[config.mk]
export PLATFORM = sky130hd
export DESIGN_NAME = window_min_max_mean_stats
export DESIGN_NICKNAME = d
export VERILOG_FILES = /design/src/hdl/wmms_pkg.sv /design/src/hdl/wmms_front.sv /design/src/hdl/wmms_div.sv /design/src/hdl/wmms_back.sv /design/src/hdl/window_min_max_mean_stats.sv
export SDC_FILE = /design/constraint.sdc
export NUM_CORES = 2
export LEC_CHECK = 0
export ABC_AREA = 1
export BUFFER_PORTS_ARGS = -buffer_cell sky130_fd_sc_hd__buf_4
export CAP_MARGIN = 30
export CORE_MARGIN = 2
export CORE_UTILIZATION = 33
export CTS_CLUSTER_SIZE = 24
export DETAILED_ROUTE_END_ITERATION = 12
export GPL_TIMING_DRIVEN = 1
export SLEW_MARGIN = 20
export SYNTH_ARGS = -nofsm -noshare
export SYNTH_HDL_FRONTEND = slang
export SYNTH_SLANG_ARGS = --single-unit
[constraint.sdc]
create_clock -name aclk -period 7.3 [get_ports aclk]
set_input_delay 0.73 -clock aclk [delete_from_list [all_inputs] [get_ports aclk]]
set_output_delay 0.73 -clock aclk [all_outputs]
set_load 0.02 [all_outputs]
[src/hdl/wmms_pkg.sv]
package wmms_pkg;

    localparam int WINDOW_DEPTH = 32;
    localparam int NUM_CH = 4;
    localparam int CH_W = $clog2(NUM_CH);
    localparam int DATA_W = 16;
    localparam int REC_W = NUM_CH * DATA_W;
    localparam int PTR_W = $clog2(WINDOW_DEPTH);
    localparam int CNT_W = $clog2(WINDOW_DEPTH + 1);
    localparam int SUM_W = DATA_W + PTR_W;
    localparam int STEP_W = $clog2(SUM_W);
    localparam int QUEUE_DEPTH = 2;
    localparam int QPTR_W = $clog2(QUEUE_DEPTH);
    localparam int QFILL_W = $clog2(QUEUE_DEPTH + 1);

    typedef struct packed {
        logic [DATA_W-1:0] cadence;
        logic [DATA_W-1:0] power;
        logic [DATA_W-1:0] pulse;
        logic [DATA_W-1:0] speed;
    } wmms_rec_t;

    typedef struct packed {
        logic      valid;
        wmms_rec_t rec;
    } wmms_queue_t;

    typedef enum logic [2:0] {
        ST_IDLE,
        ST_SCAN,
        ST_DIV,
        ST_EMIT
    } wmms_state_t;

endpackage

[src/hdl/wmms_front.sv]
module wmms_front (
    input  logic                          aclk,
    input  logic                          aresetn,
    input  logic                          s_valid,
    output logic                          s_ready,
    input  logic [wmms_pkg::DATA_W-1:0]   s_speed_in,
    input  logic [wmms_pkg::DATA_W-1:0]   s_pulse_in,
    input  logic [wmms_pkg::DATA_W-1:0]   s_power_in,
    input  logic [wmms_pkg::DATA_W-1:0]   s_cadence_in,
    output wmms_pkg::wmms_queue_t         q_out,
    input  logic                          q_pop
);

    wmms_pkg::wmms_rec_t              entry_reg [wmms_pkg::QUEUE_DEPTH];
    logic [wmms_pkg::QPTR_W-1:0]      wr_ptr_reg, wr_ptr_next;
    logic [wmms_pkg::QPTR_W-1:0]      rd_ptr_reg, rd_ptr_next;
    logic [wmms_pkg::QFILL_W-1:0]     fill_reg, fill_next;
    wmms_pkg::wmms_rec_t              rec_in;
    logic                             push;
    logic                             pop;

    always_comb begin
        rec_in.speed = s_speed_in;
        rec_in.pulse = s_pulse_in;
        rec_in.power = s_power_in;
        rec_in.cadence = s_cadence_in;
    end

    assign s_ready = (fill_reg != wmms_pkg::QFILL_W'(wmms_pkg::QUEUE_DEPTH));
    assign push = s_valid && s_ready;
    assign pop = q_pop && (fill_reg != '0);

    assign q_out.valid = (fill_reg != '0);
    assign q_out.rec = entry_reg[rd_ptr_reg];

    always_comb begin
        wr_ptr_next = wr_ptr_reg;
        rd_ptr_next = rd_ptr_reg;
        fill_next = fill_reg;
        if (push) begin
            wr_ptr_next = (wr_ptr_reg == wmms_pkg::QPTR_W'(wmms_pkg::QUEUE_DEPTH - 1)) ?
                          '0 : wr_ptr_reg + 1'b1;
        end
        if (pop) begin
            rd_ptr_next = (rd_ptr_reg == wmms_pkg::QPTR_W'(wmms_pkg::QUEUE_DEPTH - 1)) ?
                          '0 : rd_ptr_reg + 1'b1;
        end
        if (push && !pop) begin
            fill_next = fill_reg + 1'b1;
        end else if (pop && !push) begin
            fill_next = fill_reg - 1'b1;
        end
    end

    always_ff @(posedge aclk) begin
        if (!aresetn) begin
            wr_ptr_reg <= '0;
            rd_ptr_reg <= '0;
            fill_reg <= '0;
        end else begin
            wr_ptr_reg <= wr_ptr_next;
            rd_ptr_reg <= rd_ptr_next;
            fill_reg <= fill_next;
        end
    end

    always_ff @(posedge aclk) begin
        if (push) begin
            entry_reg[wr_ptr_reg] <= rec_in;
        end
    end

    a_fill_bound: assert property (@(posedge aclk) disable iff (!aresetn)
        fill_reg <= wmms_pkg::QFILL_W'(wmms_pkg::QUEUE_DEPTH))
        else $error("queue fill exceeds its depth");

    a_no_pop_empty: assert property (@(posedge aclk) disable iff (!aresetn)
        q_pop |-> (fill_reg != '0))
        else $error("queue popped while empty");

endmodule

[src/hdl/wmms_div.sv]
module wmms_div (
    input  logic                          aclk,
    input  logic                          load,
    input  logic                          step,
    input  logic [wmms_pkg::SUM_W-1:0]    dividend,
    input  logic [wmms_pkg::CNT_W-1:0]    divisor,
    output logic [wmms_pkg::DATA_W-1:0]   quotient
);

    logic [wmms_pkg::CNT_W-1:0]  rem_reg;
    logic [wmms_pkg::SUM_W-1:0]  quo_reg;
    logic [wmms_pkg::CNT_W:0]    shifted;
    logic [wmms_pkg::CNT_W:0]    diff;
    logic                        fits;

    assign shifted = {rem_reg, quo_reg[wmms_pkg::SUM_W-1]};
    assign fits = (shifted >= {1'b0, divisor});
    assign diff = shifted - {1'b0, divisor};
    assign quotient = quo_reg[wmms_pkg::DATA_W-1:0];

    always_ff @(posedge aclk) begin
        if (load) begin
            rem_reg <= '0;
            quo_reg <= dividend;
        end else if (step) begin
            rem_reg <= fits ? diff[wmms_pkg::CNT_W-1:0] : shifted[wmms_pkg::CNT_W-1:0];
            quo_reg <= {quo_reg[wmms_pkg::SUM_W-2:0], fits};
        end
    end

endmodule

[src/hdl/wmms_back.sv]
module wmms_back (
    input  logic                          aclk,
    input  logic                          aresetn,
    input  wmms_pkg::wmms_queue_t         q_in,
    output logic                          q_pop,
    output logic                          m_valid,
    input  logic                          m_ready,
    output logic [wmms_pkg::CH_W-1:0]     m_channel,
    output logic [wmms_pkg::DATA_W-1:0]   m_low_value,
    output logic [wmms_pkg::DATA_W-1:0]   m_high_value,
    output logic [wmms_pkg::DATA_W-1:0]   m_mean_value,
    output logic                          m_last
);

    logic [wmms_pkg::REC_W-1:0]    mem [wmms_pkg::WINDOW_DEPTH];
    logic [wmms_pkg::REC_W-1:0]    rd_data_reg;
    logic                          rd_valid_reg;
    logic                          rd_en;
    logic [wmms_pkg::PTR_W-1:0]    rd_addr;
    logic                          mem_we;

    wmms_pkg::wmms_state_t         state_reg, state_next;
    logic [wmms_pkg::PTR_W-1:0]    ptr_reg, ptr_next;
    logic [wmms_pkg::CNT_W-1:0]    count_reg, count_next;
    logic [wmms_pkg::CNT_W-1:0]    idx_reg, idx_next;
    logic [wmms_pkg::STEP_W-1:0]   step_reg, step_next;
    logic [wmms_pkg::CH_W-1:0]     ch_reg, ch_next;
    logic                          scan_start;
    logic                          div_load;
    logic                          div_step;
    logic                          out_load;

    logic [wmms_pkg::DATA_W-1:0]   lane_val [wmms_pkg::NUM_CH];
    logic [wmms_pkg::DATA_W-1:0]   min_reg [wmms_pkg::NUM_CH];
    logic [wmms_pkg::DATA_W-1:0]   max_reg [wmms_pkg::NUM_CH];
    logic [wmms_pkg::SUM_W-1:0]    sum_reg [wmms_pkg::NUM_CH];
    logic [wmms_pkg::DATA_W-1:0]   quo [wmms_pkg::NUM_CH];

    logic                          m_valid_reg;
    logic [wmms_pkg::CH_W-1:0]     chan_out_reg;
    logic [wmms_pkg::DATA_W-1:0]   min_out_reg;
    logic [wmms_pkg::DATA_W-1:0]   max_out_reg;
    logic [wmms_pkg::DATA_W-1:0]   mean_out_reg;
    logic                          last_out_reg;

    assign rd_addr = idx_reg[wmms_pkg::PTR_W-1:0];

    always_ff @(posedge aclk) begin
        if (mem_we) begin
            mem[ptr_reg] <= q_in.rec;
        end
        rd_data_reg <= mem[rd_addr];
    end

    always_ff @(posedge aclk) begin
        if (!aresetn) begin
            state_reg <= wmms_pkg::ST_IDLE;
            ptr_reg <= '0;
            count_reg <= '0;
            idx_reg <= '0;
            step_reg <= '0;
            ch_reg <= '0;
            rd_valid_reg <= 1'b0;
            m_valid_reg <= 1'b0;
        end else begin
            state_reg <= state_next;
            ptr_reg <= ptr_next;
            count_reg <= count_next;
            idx_reg <= idx_next;
            step_reg <= step_next;
            ch_reg <= ch_next;
            rd_valid_reg <= rd_en;
            if (out_load) begin
                m_valid_reg <= 1'b1;
            end else if (m_ready) begin
                m_valid_reg <= 1'b0;
            end
        end
    end

    always_comb begin
        state_next = state_reg;
        ptr_next = ptr_reg;
        count_next = count_reg;
        idx_next = idx_reg;
        step_next = step_reg;
        ch_next = ch_reg;
        q_pop = 1'b0;
        mem_we = 1'b0;
        rd_en = 1'b0;
        scan_start = 1'b0;
        div_load = 1'b0;
        div_step = 1'b0;
        out_load = 1'b0;
        case (state_reg)
            wmms_pkg::ST_IDLE: begin
                if (q_in.valid) begin
                    q_pop = 1'b1;
                    mem_we = 1'b1;
                    ptr_next = (ptr_reg == wmms_pkg::PTR_W'(wmms_pkg::WINDOW_DEPTH - 1)) ?
                               '0 : ptr_reg + 1'b1;
                    if (count_reg != wmms_pkg::CNT_W'(wmms_pkg::WINDOW_DEPTH)) begin
                        count_next = count_reg + 1'b1;
                    end
                    idx_next = '0;
                    scan_start = 1'b1;
                    state_next = wmms_pkg::ST_SCAN;
                end
            end
            wmms_pkg::ST_SCAN: begin
                if (idx_reg != count_reg) begin
                    rd_en = 1'b1;
                    idx_next = idx_reg + 1'b1;
                end else if (!rd_valid_reg) begin
                    div_load = 1'b1;
                    step_next = '0;
                    state_next = wmms_pkg::ST_DIV;
                end
            end
            wmms_pkg::ST_DIV: begin
                div_step = 1'b1;
                step_next = step_reg + 1'b1;
                if (step_reg == wmms_pkg::STEP_W'(wmms_pkg::SUM_W - 1)) begin
                    ch_next = '0;
                    state_next = wmms_pkg::ST_EMIT;
                end
            end
            wmms_pkg::ST_EMIT: begin
                if (!m_valid_reg || m_ready) begin
                    out_load = 1'b1;
                    ch_next = ch_reg + 1'b1;
                    if (ch_reg == wmms_pkg::CH_W'(wmms_pkg::NUM_CH - 1)) begin
                        state_next = wmms_pkg::ST_IDLE;
                    end
                end
            end
            default: begin
                state_next = wmms_pkg::ST_IDLE;
            end
        endcase
    end

    always_comb begin
        for (int c = 0; c < wmms_pkg::NUM_CH; c++) begin
            lane_val[c] = rd_data_reg[c*wmms_pkg::DATA_W +: wmms_pkg::DATA_W];
        end
    end

    always_ff @(posedge aclk) begin
        for (int c = 0; c < wmms_pkg::NUM_CH; c++) begin
            if (scan_start) begin
                min_reg[c] <= '1;
                max_reg[c] <= '0;
                sum_reg[c] <= '0;
            end else if (rd_valid_reg) begin
                if (lane_val[c] < min_reg[c]) begin
                    min_reg[c] <= lane_val[c];
                end
                if (lane_val[c] > max_reg[c]) begin
                    max_reg[c] <= lane_val[c];
                end
                sum_reg[c] <= sum_reg[c] + wmms_pkg::SUM_W'(lane_val[c]);
            end
        end
    end

    for (genvar g = 0; g < wmms_pkg::NUM_CH; g++) begin : g_div
        wmms_div u_div (
            .aclk     (aclk),
            .load     (div_load),
            .step     (div_step),
            .dividend (sum_reg[g]),
            .divisor  (count_reg),
            .quotient (quo[g])
        );
    end

    always_ff @(posedge aclk) begin
        if (out_load) begin
            chan_out_reg <= ch_reg;
            min_out_reg <= min_reg[ch_reg];
            max_out_reg <= max_reg[ch_reg];
            mean_out_reg <= quo[ch_reg];
            last_out_reg <= (ch_reg == wmms_pkg::CH_W'(wmms_pkg::NUM_CH - 1));
        end
    end

    assign m_valid = m_valid_reg;
    assign m_channel = chan_out_reg;
    assign m_low_value = min_out_reg;
    assign m_high_value = max_out_reg;
    assign m_mean_value = mean_out_reg;
    assign m_last = last_out_reg;

    a_count_bound: assert property (@(posedge aclk) disable iff (!aresetn)
        count_reg <= wmms_pkg::CNT_W'(wmms_pkg::WINDOW_DEPTH))
        else $error("entry count above window depth");

    a_busy_nonempty: assert property (@(posedge aclk) disable iff (!aresetn)
        (state_reg != wmms_pkg::ST_IDLE) |-> (count_reg != '0))
        else $error("window empty while an item is in work");

    a_mean_in_range: assert property (@(posedge aclk) disable iff (!aresetn)
        m_valid_reg |-> (min_out_reg <= mean_out_reg) && (mean_out_reg <= max_out_reg))
        else $error("mean outside the min and max of its channel");

endmodule

[src/hdl/window_min_max_mean_stats.sv]
// Each accepted item is one record of four 16-bit readings (speed, heart rate, power, cadence).
// It is stored in a ring window of the last 32 records and then produces four result items,
// channel 0 to 3, with the minimum, maximum and floor mean over the records held; m_last
// marks the cadence result. A two-entry input queue accepts new items while the previous one
// is in work. The window is scanned through the single read port of its memory, one record a
// cycle, and the four means come from bit-serial dividers; back-pressure on the output stalls
// the emission of the four results.
module window_min_max_mean_stats (
    input  logic                          aclk,
    input  logic                          aresetn,
    input  logic                          s_valid,
    output logic                          s_ready,
    input  logic [wmms_pkg::DATA_W-1:0]   s_speed_in,
    input  logic [wmms_pkg::DATA_W-1:0]   s_pulse_in,
    input  logic [wmms_pkg::DATA_W-1:0]   s_power_in,
    input  logic [wmms_pkg::DATA_W-1:0]   s_cadence_in,
    output logic                          m_valid,
    input  logic                          m_ready,
    output logic [wmms_pkg::CH_W-1:0]     m_channel,
    output logic [wmms_pkg::DATA_W-1:0]   m_low_value,
    output logic [wmms_pkg::DATA_W-1:0]   m_high_value,
    output logic [wmms_pkg::DATA_W-1:0]   m_mean_value,
    output logic                          m_last
);

    wmms_pkg::wmms_queue_t  queue;
    logic                   q_pop;

    wmms_front u_front (
        .aclk            (aclk),
        .aresetn         (aresetn),
        .s_valid         (s_valid),
        .s_ready         (s_ready),
        .s_speed_in      (s_speed_in),
        .s_pulse_in      (s_pulse_in),
        .s_power_in      (s_power_in),
        .s_cadence_in    (s_cadence_in),
        .q_out           (queue),
        .q_pop           (q_pop)
    );

    wmms_back u_back (
        .aclk         (aclk),
        .aresetn      (aresetn),
        .q_in         (queue),
        .q_pop        (q_pop),
        .m_valid      (m_valid),
        .m_ready      (m_ready),
        .m_channel    (m_channel),
        .m_low_value  (m_low_value),
        .m_high_value (m_high_value),
        .m_mean_value (m_mean_value),
        .m_last       (m_last)
    );

endmodule

* Yosys cells after proc, flatten, opt, wreduce, memory -nomap -nowiden
Memories as Yosys holds them, arrays and structs flattened. A register that Yosys moved wholly into a read port is not among the register bits.
Index checks and enable logic that the tools add are counted.
** Word-level totals
- Flip-flop bits (word level) :: 160
- Bits in writable memories :: 2388
- Input bits :: 68
- Output and inout port bits :: 53
- Word-level logic and storage cells :: 209
- Memories :: 5
** Operators by class
- Add/subtract/negate cells :: 17
- $lt $le $gt $ge :: 13
- Equality and inequality tests :: 16
- Multiplexer cells :: 100
- Bitwise logic cells :: 13
- Reductions and logical operators :: 23
** Memories
- u_back.mem :: depth 32, bits a word 64, read ports 1, clocked after memory_dff 1, write ports 1, line wmms_back.sv:15 : logic [wmms_pkg::REC_W-1:0] mem [wmms_pkg::WINDOW_DEPTH];
- u_front.entry_reg :: depth 2, bits a word 64, read ports 1, clocked after memory_dff 1, write ports 1, line wmms_front.sv:14 : wmms_pkg::wmms_rec_t entry_reg [wmms_pkg::QUEUE_DEPTH];
- u_back.sum_reg :: depth 4, bits a word 21, read ports 4, clocked after memory_dff 0, write ports 4, line wmms_back.sv:36 : logic [wmms_pkg::SUM_W-1:0] sum_reg [wmms_pkg::NUM_CH];
- u_back.max_reg :: depth 4, bits a word 16, read ports 5, clocked after memory_dff 1, write ports 4, line wmms_back.sv:35 : logic [wmms_pkg::DATA_W-1:0] max_reg [wmms_pkg::NUM_CH];
- u_back.min_reg :: depth 4, bits a word 16, read ports 5, clocked after memory_dff 1, write ports 4, line wmms_back.sv:34 : logic [wmms_pkg::DATA_W-1:0] min_reg [wmms_pkg::NUM_CH];
** Operator list (count)
- 21-bit two-way mux :: 12
- 16-bit two-way mux :: 10
- 21-bit by 16-bit adder with 21-bit output :: 4
- 16-bit > comparator :: 4
- 16-bit less-than comparator :: 4
- 1-bit two-way mux :: 54
- 6-bit two-way mux :: 6
- 16-bit binary-select mux with 2-bit select :: 1
- 7-bit by 6-bit greater-or-equal comparator with 1-bit output :: 4
- 6-bit subtractor :: 4
- 3-bit two-way mux :: 6
- 5-bit two-way mux :: 3
- 2-bit nonzero test :: 7
- 6-bit by 1-bit adder with 6-bit output, second input constant :: 2
- 1-bit bitwise OR :: 12
- 3-bit case mux with 4 select lines :: 1
- 6-bit case mux with 2 select lines :: 1
- 3-bit AND reduction :: 4
- 5-bit by 1-bit adder with 5-bit output, second input constant :: 2
- 5-bit equality test, second input constant :: 2
- 5-bit case mux with 2 select lines :: 1
- 2-bit two-way mux :: 4
- 2-bit by 1-bit inequality test with 1-bit output, second input constant :: 4
- 2-bit inequality test, second input constant :: 4
- other kinds (17) :: 26

* Longest topological paths before layout
- Word-level depth :: 7
- Depth in mapped cells :: 13
- Mapped depth without buffers :: 13

* Hierarchy
Synthesis repeated with hierarchy kept, for this count alone.
** Second synthesis, totals
- Cells, all modules :: 9852
- Area total of the unflattened synthesis :: 113068.4 µm²
** By module, submodules not included
- wmms_back :: times used 1, cells each 8800, area each 101230.8 µm², sequential area each 71238.3 µm²
- wmms_div :: times used 4, cells each 204, area each 1669.1 µm², sequential area each 750.7 µm²
- wmms_front :: times used 1, cells each 236, area each 5161.2 µm², sequential area each 3943.8 µm²

* Worst setup path before layout
OpenSTA, ideal clock, no wires.
- Kind :: reg2reg
- From :: reg u_back.state_reg[0]
- To :: mem u_back.mem[7][0] in the netlist's numbering, enable pin
- Library setup time :: 0.565 ns
- Arrival time :: 5.702 ns
- Data required time :: 6.735 ns
- Path slack :: 1.034 ns
- Stages on the path, launching flop included :: 9
- Path buffers :: 2
- Cell sequence :: dfxtp_1 > inv_1 > ha_1 > inv_1 > nor2_1 > buf_2 > clkinv_1 > clkbuf_1 > nor3_1
** On the way
- Longest elaborated chain between the ends :: 4
** Ends and longest elaborated chain
- from (decl) :: line wmms_back.sv:22 : wmms_pkg::wmms_state_t state_reg, state_next;
- from (signal assigned) :: line wmms_back.sv:57 : state_reg <= wmms_pkg::ST_IDLE;
- from (signal assigned) :: line wmms_back.sv:66 : state_reg <= state_next;
- 3-bit logical NOT :: line wmms_back.sv:95 : case (state_reg)
- 1-bit two-way mux :: line wmms_back.sv:95
- 1-bit two-way mux :: line wmms_back.sv:49 : if (mem_we) begin
- 1-bit two-way mux (not written as such) :: line wmms_back.sv:50 : mem[ptr_reg] <= q_in.rec;
- to (decl) :: line wmms_back.sv:15
Every way passes these cells.

* Worst setup path after layout
- From :: reg u_back.idx_reg[4] in the netlist's numbering
- To :: reg u_back.g_div[3].u_div.quo_reg[6] in the netlist's numbering, enable pin
** On the way
- Longest elaborated chain between the ends :: 4
** Ends and longest elaborated chain
- from (decl) :: line wmms_back.sv:25 : logic [wmms_pkg::CNT_W-1:0] idx_reg, idx_next;
- from (signal assigned) :: line wmms_back.sv:69 : idx_reg <= idx_next;
- 6-bit inequality test :: line wmms_back.sv:111 : if (idx_reg != count_reg) begin
- 1-bit two-way mux :: line wmms_back.sv:111
- 1-bit two-way mux :: line wmms_back.sv:95
- 2-bit nonzero test (no source line)
- to (signal assigned) :: line wmms_div.sv:24 : quo_reg <= dividend;
- to (signal assigned) :: line wmms_div.sv:27 : quo_reg <= {quo_reg[wmms_pkg::SUM_W-2:0], fits};
- to (decl) :: line wmms_div.sv:11 : logic [wmms_pkg::SUM_W-1:0] quo_reg;
Every way passes these cells.
A chain may end at the register's enable or synchronous reset.

==> impl_metrics.env <==
export IMPL_min_from="s_pulse_in[4]"
export IMPL_syn_inst=9699
export IMPL_largest_reg_flops=2048
export IMPL_tns_ps=0
export IMPL_min_to="u_front.entry_reg[1][20]"
export IMPL_clk_pin_slew_ps=60
export IMPL_numClockSinks=2644
export IMPL_reg2reg_to="u_back.g_div[3].u_div.quo_reg[6]"
export IMPL_critPathTopFamily="buffers and inverters"
export IMPL_drive_gt1_share_pct=8.18
export IMPL_fillers=32461
export IMPL_cts_setup_buffers=0
export IMPL_wl_per_cell_um=22.9
export IMPL_routed_wl_um=331000
export IMPL_cts_made_buffers=282
export IMPL_synth_area_mm2=0.112
export IMPL_nets=10014
export IMPL_crit_type="flip-flop to flip-flop"
export IMPL_r2r_start="u_back.idx_reg[4]"
export IMPL_critical_path_arrival_ps=4860
export IMPL_path_cells="inv_4 -> nand2_1 -> nand2_1 -> nor2_1 -> inv_2 -> nor2_4 -> nand3_4 -> inv_2 -> nor2_2 -> buf_8 -> clkinv_2 -> buf_4"
export IMPL_reg2reg_slack_ps=2940
export IMPL_ys_top_cells_by_count="edfxtp_1, nor2_1, nand2_1"
export IMPL_critPathLaunchType="flip-flop"
export IMPL_powerDensity_mw_per_mm2=385
export IMPL_drtIter0Drc=9717
export IMPL_hold_path_depth=1
export IMPL_dr_pass1_iters=6
export IMPL_ctsLongestPathBuffers=4
export IMPL_cts_tree="done"
export IMPL_synth_most_common_cell="edfxtp_1"
export IMPL_cpMaxStageDelayCell="dfxtp_4"
export IMPL_cp_max_fo=37
export IMPL_multi_input_area_mm2=0.0298
export IMPL_vdd_ir_drop_max_mv=0.355
export IMPL_die_x_um=586
export IMPL_crit_path_max_incr_delay_ps=850
export IMPL_synth_fp_nets=10003
export IMPL_area_growth_pct=13.4
export IMPL_rows=213
export IMPL_status="completed"
export IMPL_seq_area_mm2=0.0782
export IMPL_dieArea_mm2=0.343
export IMPL_worstSkewPairLatency_ps=870
export IMPL_placedCellCount=13935
export IMPL_cp_num_buf_inv=6
export IMPL_hold_path_class="input port to flip-flop"
export IMPL_syn_avg_cell_area_um2=11.5
export IMPL_core_area_mm2=0.337
export IMPL_finalClockSkew_ps=54.6
export IMPL_floorplan_initialDensity_pct=33.2
export IMPL_vias_per_cell=5.22
export IMPL_fmax_ghz=0.229
export IMPL_cts_root_buffer="clkbuf_16"
export IMPL_htree_levels=5
export IMPL_die_y_um=586
export IMPL_synth_seq_cells=2644
export IMPL_synthArstFlopShare_pct=0
export IMPL_setup_viol=0
export IMPL_drc_errors=0
export IMPL_final_min_clock_period_ps=4360
export IMPL_p_leak_nw=44.7
export IMPL_ioPinCount=121
export IMPL_hold_buffers=0
export IMPL_maxSlewViolCount=0
export IMPL_grt_first_pass_wirelength_um=475000
export IMPL_place_congestion=0.868
export IMPL_synth_top_area_cell="edfxtp_1"
export IMPL_synth_edf_count=2523
export IMPL_required_ps=7800
export IMPL_vias=75483
export IMPL_grt_ovfl_total=0
export IMPL_ys_seq_area_share_pct=69.9
export IMPL_hold_viol=0
export IMPL_grt_usage_pct=18.6
export IMPL_cp_end_kind="flip-flop"
export IMPL_grt_pass1_vias=68938
export IMPL_rsz0062_at_grt="no"
export IMPL_grt_max_degree=174
export IMPL_post_route_period_util_pct=59.7
export IMPL_ys_types=39
export IMPL_antenna_found_initial=27
export IMPL_worstMarginPinSlew_ps=1040
export IMPL_antenna_left=0
export IMPL_synthFlopType="edfxtp_1"
export IMPL_cts_resized=0
export IMPL_stdcell_count=14450
export IMPL_maxCapViolations=0
export IMPL_synth_area_leaders="edfxtp_1, nor2_1, o21ai_0, nand2_1, ha_1"
export IMPL_reg2regPathDepth=12
export IMPL_synth_warnings=0
export IMPL_max_slew_margin_pct=30.7
export IMPL_place_hpwl_um=177000
export IMPL_yosysTopAreaCellShare_pct=67.8
export IMPL_port_buffer_count=120
cell families (layout without fill, tap and decap cells):
| logic type | count (synthesis) | count (layout) | share of synthesized area, % |
|---|---|---|---|
| DFF | 2644 | 2644 | 69.9 |
| other | 0 | 6 | 0 |
| muxes | 64 | 64 | 0.645 |
| adders and majority gates | 236 | 236 | 2.70 |
| xor gates and xnor gates | 18 | 18 | 0.141 |
| buffers and inverters | 985 | 1215 | 3.70 |
| and+or+nand+nor | 3685 | 3685 | 13.2 |
| AOI/OAI and AO/OA | 2067 | 2067 | 9.70 |
cell usage in the layout, fill, tap and decap left out, types with 6 or more instances in the layout:
| cell | netlist | final |
|---|---|---|
| clkbuf_16 | 0 | 288 |
| inv_1 | 445 | 442 |
| xnor2_1 | 6 | 6 |
| clkinv_2 | 0 | 59 |
| nor2_1 | 1796 | 1764 |
| clkbuf_1 | 290 | 56 |
| nor3_1 | 36 | 32 |
| buf_4 | 35 | 218 |
| inv_6 | 0 | 15 |
| buf_16 | 0 | 9 |
| diode_2 | 0 | 6 |
| ha_1 | 228 | 228 |
| o21ai_1 | 182 | 182 |
| mux2_2 | 64 | 64 |
| xor2_1 | 12 | 12 |
| nand4_1 | 103 | 103 |
| nor2_4 | 1 | 33 |
| or2_2 | 15 | 15 |
| nand3_1 | 403 | 403 |
| clkinvlp_4 | 0 | 9 |
| buf_12 | 0 | 29 |
| o22ai_1 | 310 | 310 |
| o211ai_1 | 28 | 28 |
| o21ai_0 | 1179 | 1179 |
| clkbuf_8 | 0 | 19 |
| a21oi_1 | 348 | 345 |
| clkinv_1 | 1 | 34 |
| edfxtp_1 | 2523 | 2523 |
| fa_1 | 8 | 8 |
| o21a_1 | 8 | 8 |
| clkinv_8 | 0 | 8 |
| bufinv_16 | 0 | 15 |
| nand2_1 | 1318 | 1317 |
| dfxtp_1 | 121 | 114 |
worst max path at each step:
stage / endpoint / slack [ps] / from / depth (start not counted)
final: u_back.g_div[3].u_div.quo_reg[6] / 2940 / u_back.idx_reg[4] / 12
after global routing: u_back.g_div[3].u_div.quo_reg[18] / 2790 / u_back.idx_reg[4] / 12
after CTS: u_back.g_div[3].u_div.quo_reg[18] / 2940 / u_back.idx_reg[4] / 12
after detailed placement: u_back.g_div[3].u_div.quo_reg[4] / 2960 / u_back.idx_reg[4] / 12
after global placement: u_back.g_div[3].u_div.quo_reg[4] / 2600 / u_back.idx_reg[4] / 11
after floorplan: u_back.mem[7][0] / 1030 / u_back.state_reg[0] / 8
final cells by class:
cell class                      instances  area share [%]
Antenna cell                            6          0.0118
Multi-Input combinational cell       6070            23.5
Clock buffer                          363            6.06
Timing Repair Buffer                  257            1.96
Clock inverter                        140           0.989
Inverter                              455            1.37
Sequential cell                      2644            61.7
Tap cell                             4515            4.46
where the power goes:
part / internal, mW / switching, mW / total, mW
sequential: 19.7 / 1.61 / 21.3
combinational: 3.79 / 9.69 / 13.5
clock: 8.01 / 6.01 / 14.0
total: 31.5 / 17.3 / 48.8
stage by stage:
stage                     hold WS, ps  power (mW)  cell area (um^2)  util, %  setup WS [ps]
after floorplan                   426        30.1            112000        -           1030
after global routing             23.4        51.3            127000     37.6           2790
after global placement            422        34.7            118000     34.9           2600
after detailed placement          436        34.8            118000     34.9           2960
after CTS                       0.163        48.8            127000     37.6           2940
final                            33.7        48.8            127000     37.6           2940
metal layers:
metal | track usage [%] | vias to the layer above | part of all wire, %
met1 | 26.1 | 37360 | 42
met4 | 4.24 | 28 | 2.2
met5 | 0 | - | 0.058
met3 | 3.25 | 487 | 8.7
met2 | 30.2 | 3139 | 47
li1 | - | 34469 | -
No activity file was read; power rests on OpenSTA's default activity.
